### config.mk
export PLATFORM = sky130hd
export DESIGN_NAME = ladf_lane
export DESIGN_NICKNAME = d
export VERILOG_FILES = /design/src/design/ladf_pkg.sv /design/src/design/ladf_lane.sv
export VERILOG_INCLUDE_DIRS = /design/src /design/src/design
export SDC_FILE = /design/constraint.sdc
export NUM_CORES = 2
export LEC_CHECK = 0
export BUFFER_PORTS_ARGS = -buffer_cell sky130_fd_sc_hd__buf_2
export CAP_MARGIN = 20
export CORE_MARGIN = 4
export CORE_UTILIZATION = 65
export DETAILED_ROUTE_END_ITERATION = 8
export PLACE_DENSITY = 0.9
export SLEW_MARGIN = 20
export SYNTH_ARGS = -nofsm -noshare
export SYNTH_HDL_FRONTEND = slang
export SYNTH_SLANG_ARGS = --single-unit
### constraint.sdc
create_clock -name i_clk -period 8.3 [get_ports i_clk]
set_clock_uncertainty 0.2 [all_clocks]
set_input_delay 0.83 -clock i_clk [delete_from_list [all_inputs] [get_ports i_clk]]
set_output_delay 0.83 -clock i_clk [all_outputs]
set_load 0.01 [all_outputs]
### src/design/lee_adaptive_denoise_filter_core_assert.svh
// Assertion macros for the Lee filter core.
`ifndef LEE_ADAPTIVE_DENOISE_FILTER_CORE_ASSERT_SVH
`define LEE_ADAPTIVE_DENOISE_FILTER_CORE_ASSERT_SVH
`ifndef SYNTHESIS
`define LADF_ASSERT(lbl, clk, rstn, prop, msg) \
    lbl: assert property (@(posedge clk) disable iff (!rstn) (prop)) else $error(msg);
`define LADF_ASSERT_NEXT(lbl, clk, rstn, ante, cons, msg) \
    lbl: assert property (@(posedge clk) disable iff (!rstn) (ante) |=> (cons)) \
        else $error(msg);
`else
`define LADF_ASSERT(lbl, clk, rstn, prop, msg)
`define LADF_ASSERT_NEXT(lbl, clk, rstn, ante, cons, msg)
`endif
`endif

### src/design/ladf_pkg.sv
package ladf_pkg;

    localparam int MAX_HEIGHT = 4096;

    localparam logic [1:0] CFG_SIGMA        = 2'd0;
    localparam logic [1:0] CFG_FRAME_WIDTH  = 2'd1;
    localparam logic [1:0] CFG_FRAME_HEIGHT = 2'd2;
    localparam logic [1:0] CFG_THREE_CH     = 2'd3;

    typedef enum logic [2:0] {
        S_IDLE,
        S_RD,
        S_SHIFT,
        S_ACC,
        S_START,
        S_CALC,
        S_HOLD
    } t_state;

    typedef struct packed {
        logic acc_en;
        logic acc_first;
        logic start;
    } t_lane_ctl;

endpackage

### src/design/ladf_lane.sv
`include "lee_adaptive_denoise_filter_core_assert.svh"
module ladf_lane #(
    parameter int WINDOW = 5
) (
    input  logic                  i_clk,
    input  logic                  i_rst_n,
    input  ladf_pkg::t_lane_ctl   i_ctl,
    input  logic [15:0]           i_sigma,
    input  logic [WINDOW*8-1:0]   i_row,
    input  logic [7:0]            i_centre,
    output logic                  o_done,
    output logic [7:0]            o_result
);
    import ladf_pkg::*;

    localparam longint AREA = WINDOW * WINDOW;
    localparam int NW   = $clog2(AREA + 1);
    localparam int SW   = $clog2(255 * AREA + 1);
    localparam int S2W  = $clog2(65025 * AREA + 1);
    localparam int VW   = NW + S2W;
    localparam int SNW  = 16 + NW;
    localparam int SNSW = SNW + SW;
    localparam int SNNW = SNW + NW;
    localparam int DENW = ((VW > SNNW) ? VW : SNNW) + 1;
    localparam int VCW  = VW + 8;
    localparam int NUMW = ((SNSW > VCW) ? SNSW : VCW) + 1;
    localparam int XW   = (NUMW > DENW + 8) ? NUMW : DENW + 8;
    localparam logic [NW-1:0] AREA_C = NW'(AREA);

    localparam logic [3:0] CNT_M2    = 4'd0;
    localparam logic [3:0] CNT_M3    = 4'd1;
    localparam logic [3:0] CNT_SUM   = 4'd2;
    localparam logic [3:0] CNT_CHECK = 4'd3;
    localparam logic [3:0] CNT_DIV   = 4'd4;
    localparam logic [3:0] CNT_LAST  = 4'd11;

    logic [SW-1:0]   row_s, r_s;
    logic [S2W-1:0]  row_s2, r_s2;
    logic [VW-1:0]   r_ns2, r_sq, r_v;
    logic [SNW-1:0]  r_sn;
    logic [SNSW-1:0] r_sns;
    logic [SNNW-1:0] r_snn;
    logic [VCW-1:0]  r_vc;
    logic [DENW-1:0] r_den;
    logic [NUMW-1:0] r_num;
    logic [XW-1:0]   r_rem, den_sh;
    logic [7:0]      r_c, r_q;
    logic            r_ovr, r_busy, r_done;
    logic [3:0]      r_cnt;
    logic [2:0]      bit_idx;

    always_comb begin
        logic [7:0] px;
        row_s  = '0;
        row_s2 = '0;
        for (int k = 0; k < WINDOW; k++) begin
            px     = i_row[k*8 +: 8];
            row_s  = row_s + SW'(px);
            row_s2 = row_s2 + S2W'({8'd0, px} * {8'd0, px});
        end
    end

    assign bit_idx = 3'(CNT_LAST - r_cnt);
    assign den_sh  = XW'(r_den) << bit_idx;

    always_ff @(posedge i_clk) begin
        if (!i_rst_n) begin
            r_busy <= 1'b0;
            r_done <= 1'b0;
            r_cnt  <= '0;
        end else begin
            r_done <= 1'b0;
            if (i_ctl.start) begin
                r_busy <= 1'b1;
                r_cnt  <= '0;
            end else if (r_busy) begin
                r_cnt <= r_cnt + 4'd1;
                if (r_cnt == CNT_LAST) begin
                    r_busy <= 1'b0;
                    r_done <= 1'b1;
                end
            end
        end
    end

    always_ff @(posedge i_clk) begin
        if (i_ctl.acc_en) begin
            r_s  <= (i_ctl.acc_first ? '0 : r_s) + row_s;
            r_s2 <= (i_ctl.acc_first ? '0 : r_s2) + row_s2;
        end
        if (i_ctl.start) begin
            r_ns2 <= VW'(r_s2) * VW'(AREA_C);
            r_sq  <= VW'(r_s) * VW'(r_s);
            r_sn  <= SNW'(i_sigma) * SNW'(AREA_C);
            r_c   <= i_centre;
        end else if (r_busy) begin
            case (r_cnt)
                CNT_M2: begin
                    r_v   <= r_ns2 - r_sq;
                    r_sns <= SNSW'(r_sn) * SNSW'(r_s);
                    r_snn <= SNNW'(r_sn) * SNNW'(AREA_C);
                end
                CNT_M3: begin
                    r_vc  <= VCW'(r_v) * VCW'(r_c);
                    r_den <= DENW'(r_v) + DENW'(r_snn);
                end
                CNT_SUM: begin
                    r_num <= NUMW'(r_sns) + NUMW'(r_vc);
                end
                CNT_CHECK: begin
                    r_rem <= XW'(r_num);
                    if (r_den == '0) begin
                        r_ovr <= 1'b1;
                        r_q   <= r_c;
                    end else if (XW'(r_num) >= (XW'(r_den) << 8)) begin
                        r_ovr <= 1'b1;
                        r_q   <= 8'hFF;
                    end else begin
                        r_ovr <= 1'b0;
                        r_q   <= 8'd0;
                    end
                end
                default: begin
                    if (!r_ovr && r_rem >= den_sh) begin
                        r_rem          <= r_rem - den_sh;
                        r_q[bit_idx]   <= 1'b1;
                    end
                end
            endcase
        end
    end

    assign o_done   = r_done;
    assign o_result = r_q;

    `LADF_ASSERT(a_start_idle, i_clk, i_rst_n, !i_ctl.start || !r_busy, "start while busy")
    `LADF_ASSERT_NEXT(a_done_pulse, i_clk, i_rst_n, r_done, !r_done, "done longer than one cycle")
    `LADF_ASSERT(a_rem_bound, i_clk, i_rst_n, !(r_busy && r_cnt >= CNT_DIV && !r_ovr) || (r_rem < (XW'(r_den) << 8)), "remainder out of range")
endmodule

# --- After elaboration in Yosys (flattened, before gate mapping) ---
# Index checks and enable logic that the tools add are counted.
# W data, S select, Z words.
totals:
  ff_bits: 347
  latchBits: 0
  ram_bits: 0
  romBits: 0
  in_bits: 69
  out_inout_bits: 9
  elab_cells: 88
  mem_count: 0
op_classes:
  addsub: 16
  multipliers: 11
  n_div: 0
  n_lt_le_gt_ge: 4
  n_eq_ne: 4
  n_shift: 1
  mux: 15
  n_bitwise: 5
  n_reduce_logical: 14
op_table:
  columns: ["op", "n"]
  rows:
  - ["$mul A8 B8 Y16", 5]
  - ["$ge A35 B35 Y1", 2]
  - ["$pmux W35 S2", 1]
  - ["$mul A21 B5 Y26 const B", 2]
  - ["$add A34 B34 Y35", 1]
  - ["$mux W35", 1]
  - ["$shl A27 B3 Y35", 1]
  - ["$sub A35 B35 Y35", 1]
  - ["$mul A21 B13 Y34", 1]
  - ["$mul A26 B8 Y34", 1]
  - ["$add A26 B26 Y27", 1]
  - ["$logic_not A27 Y1", 1]
  - ["$mul A13 B13 Y26", 1]
  - ["$sub A26 B26 Y26", 1]
  - ["$mux W8", 3]
  - ["$add A21 B20 Y21", 1]
  - ["$mul A16 B5 Y21 const B", 1]
  - ["$mux W21", 1]
  - ["$add A19 B16 Y20", 1]
  - ["$add A18 B16 Y19", 1]
  - ["$add A17 B16 Y18", 1]
  - ["$add A16 B16 Y17", 1]
  - ["$pmux W8 S2", 1]
  - ["$add A13 B12 Y13", 1]
  - ["other kinds (24)", 38]

# --- Depth between registers and ports, before layout ---
logic_depth:
  ltp_word: 8
  ltp_mapped: 27
  mapped_depth_nobuf: 27

# --- Worst setup path after synthesis ---
# OpenSTA, ideal clock, no wires.
synth_path:
  kind: "input to register"
  startpoint: "input i_row[16]"
  endpoint: "register r_s2[18] (data pin)"
  setup_time_ns: 0.258
  arrival_ns: 6.846
  t_required_ns: 7.842
  setup_slack_ns: 0.997
  path_stages: 25
  n_path_buf: 1
  cell_sequence: "clkbuf_1 and2_1 inv_1 fa_1 fa_1 fa_1 inv_1 fa_1 inv_1 fa_1 inv_1 fa_1 inv_1 fa_1 inv_1 fa_1 ha_1 a21boi_0 o21ai_0 a21oi_1 a41oi_1 a21oi_1 a31o_2 a21oi_1 xnor2_1"
synth_via:
  elab_chain_len: 5
synth_lines:
  columns: ["element", "line", "text"]
  rows:
  - ["start, declared", "ladf_lane.sv:9", "input logic [WINDOW*8-1:0] i_row,"]
  - ["$mul A8 B8 Y16", "ladf_lane.sv:59", "row_s2 = row_s2 + S2W'({8'd0, px} * {8'd0, px});"]
  - ["$add A17 B16 Y18", "ladf_lane.sv:59", null]
  - ["$add A18 B16 Y19", "ladf_lane.sv:59", null]
  - ["$add A19 B16 Y20", "ladf_lane.sv:59", null]
  - ["$add A21 B20 Y21", "ladf_lane.sv:89", "r_s2 <= (i_ctl.acc_first ? '0 : r_s2) + row_s2;"]
  - ["end signal, assigned", "ladf_lane.sv:89", null]
  - ["end, declared", "ladf_lane.sv:38", "logic [S2W-1:0] row_s2, r_s2;"]
# Every way passes these cells.
# A chain may end at the register's enable or synchronous reset.

# --- Worst setup path in the final report ---
layout_path:
  startpoint: "input i_row[28]"
  endpoint: "register r_s2[20] (data pin)"
layout_via:
  elab_chain_len: 4
layout_lines:
  columns: ["element", "line"]
  rows:
  - ["$mul A8 B8 Y16", "ladf_lane.sv:59"]
  - ["$add A18 B16 Y19", "ladf_lane.sv:59"]
  - ["$add A19 B16 Y20", "ladf_lane.sv:59"]
  - ["$add A21 B20 Y21", "ladf_lane.sv:89"]
# Every way passes these cells.

==> run metrics <==
IO buf count 77; Layout area overhead 5.419%; GPL Wtd Cong 0.9794; CP max stage delay 0.57 ns; Chip Height 296.0 um; CP Max Fanout 7; Final Max Slew Viols 0; number of instances in the placed design 6604; # fillers 5524; area leader, netlist fa_1; hold depth 1; critical path arrival 7.61 ns; type of the tightest min-delay check primary input to register; Post-Syn Area 0.05391 mm2; H-tree Lvls 2; largest net degree at the start of global routing 87; Tot GR Track Use 0.3169; Post-synth EDFFs between 300 and 400; Post-CTS Setup Bufs 0; Critical Path RT 8.44 ns; clock root buffer clkbuf_16; period utilisation layout 0.9007; total negative slack 0 ns; Top-Level Pins a little under 80; Slew @ Worst Pin 1.141 ns; Initial DRT Pass Iterations 9; FF+latch area approximately 0.010 mm2; area of the core 0.08211 mm2; final WL 134.3 mm; unrepaired setup endpoints after global routing false; RR Endpoint r_sq[25]$_DFFE_PP_; initial DRC count 3134; CP Class primary input to register; via count 39920; # hold bufs at CTS 0; synth top area cells fa_1, edfxtp_1, ha_1; wire length per cell 20.10 um; worst-skew pair later-pin latency 0.60 ns; post-synth cell types 86; dpl hpwl 107.8 mm; Overflow after GRT 0; clock sinks 346; first-pass GRT wire length 219.4 mm; hold path endpoint r_c[1]$_DFFE_PP_; Critical R2R Launch r_s[6]$_DFFE_PP_; ys async rst share 0; Reg2Reg Setup Slack 1.07 ns; mean area per synthesized cell 9.707 um2; Vias/cell roughly 6; clk slew on worst S/H paths approximately 0.060 ns; multi-input logic area 0.03865 mm2; WP buf/inv 8; total CTS buffers 42; Max Freq 133.8 MHz; hold_sp i_centre[1]; Final ANT Viol Nets 0; Rel. slew slack 0.2390; min Tclk post-route between 7 and 8 ns; Worst setup EP type register; DRC 0; final setup vio count 0; cell count along the critical path 28; CP top delay family adder cells; FF+latch count, synth 346; cell count after synthesis 5554; sequential cell area fraction in the yosys report 0.1916; initial antenna violation count 2; TritonCTS clock tree done; Die X 296.0 um; final hold vios 0; ys flop type edfxtp_1; clock buffer depth 3; FF-to-FF path depth 18; die area 0.08761 mm2; crit path max-delay cell type fa_1; nets 7100; max_cap viols 0; non-filler cells, final between 6000 and 7000; antenna diode count 0; Post-CTS Resized 0; area share of the largest cell type after synthesis 0.2893; Yosys warning count 0; starting density of the core 0.6566; vias in the first global route 43880; layout cells sized above 1 0.04259; FP Rows around 110; Worst setup SP type primary input; Worst Setup SP i_row[28]; status finished clean
==> flip-flops by register name, summed over array words and instances, names as in the netlist <==
register,cells
r_cnt,4
r_vc,34
r_ovr,1
r_c,8
o_done,1
r_s,13
r_sn,21
r_snn,26
r_sq,25
r_den,27
r_busy,1
r_v,26
o_result,8
r_s2,21
r_sns,34
r_num,35
r_rem,35
r_ns2,26
==> Yosys cell counts, drive strengths merged (8+ instances only) <==
cell type  count
xor2          76
and3          27
a2111oi        8
nor2         238
o21ai        152
o21bai        37
mux4          19
a21o         140
mux2i         33
a21oi        238
o31a           8
buf           11
o21a          46
nor4          13
inv         1179
a31o           9
nand2        481
ha           674
a21boi         9
nor3          54
clkbuf       126
or2            9
a31oi         17
o31ai         15
xnor2        185
and2         288
nand3         52
edfxtp       340
a211oi        25
nand2b        49
nor2b         70
nand4         25
fa           779
or3           17
==> how the worst max path moves through the flow <==
| stage | endpoint | slack [ns] |
|---|---|---|
| floorplan | r_s2[18]$_DFFE_PP_ | 1.0 |
| global placement | r_s2[18]$_DFFE_PP_ | 0.52 |
| detailed placement | r_s2[20]$_DFFE_PP_ | 0.33 |
| CTS | r_s2[20]$_DFFE_PP_ | 0.91 |
| global route | r_s2[20]$_DFFE_PP_ | 0.57 |
| finish | r_s2[20]$_DFFE_PP_ | 0.82 |
==> area by class of cell <==
class,count,share of cell area
multi-input combinational,3890,0.6800
sequential,346,0.1818
timing repair buffer,116,0.01204
clock inverter,29,0.005636
clock buffer,48,0.01889
tap,1070,0.02356
inverter,1182,0.07807
==> metal layers <==
| layer | vias to the layer above | part of all wire | global-route usage |
|---|---|---|---|
| li1 | 17870 | - | - |
| met1 | 19550 | 0.36 | 0.3726 |
| met2 | 1911 | 0.49 | 0.5458 |
| met3 | 586 | 0.086 | 0.06785 |
| met4 | 4 | 0.065 | 0.1737 |
| met5 | - | 0.00021 | 0 |
==> cell usage in the layout, fill, tap and decap left out, types with 33 or more instances in the layout <==
cell / netlist / layout
inv_1: 1179 / 1179
fa_1: 779 / 779
ha_1: 674 / 674
nand2_1: 481 / 481
edfxtp_1: 340 / 340
and2_1: 287 / 288
nor2_1: 238 / 238
a21oi_1: 236 / 235
xnor2_1: 185 / 185
o21ai_0: 143 / 143
a21o_1: 140 / 140
xor2_1: 76 / 76
buf_2: 0 / 76
nor2b_1: 69 / 69
nor3_1: 54 / 54
nand3_1: 52 / 52
nand2b_1: 49 / 49
o21a_1: 46 / 46
clkbuf_16: 0 / 42
buf_4: 1 / 39
o21bai_1: 37 / 37
mux2i_1: 33 / 33
==> through the flow <==
stage / setup slack [ns] / instance area, um2 / hold WS [ns] / util
after floorplan: 0.9969 / 53920 / 0.2754 / -
after global placement: 0.5165 / 55440 / 0.3042 / 0.6751
after detailed placement: 0.3272 / 55440 / 0.3099 / 0.6751
after CTS: 0.9115 / 56830 / 0.1846 / 0.6921
after global routing: 0.5707 / 56830 / 0.1956 / 0.6922
final: 0.8242 / 56830 / 0.2176 / 0.6922
==> cells by family (layout without fill, tap and decap cells) <==
family | Yosys count | after routing | share of synthesized area
xor gates and xnor gates | 261 | 261 | 0.04240
and+or+nand+nor | 1350 | 1350 | 0.1221
muxes | 56 | 56 | 0.01490
other | 1 | 2 | 0.00006956
buffers and inverters | 1319 | 1375 | 0.09190
AOI/OAI and AO/OA | 768 | 768 | 0.09133
adders and majority gates | 1453 | 1453 | 0.4457
DFF | 346 | 346 | 0.1916
Power is left out: the tool's default activity adds up to more than one toggle a clock period on the data nets, which glitch-free logic cannot reach.
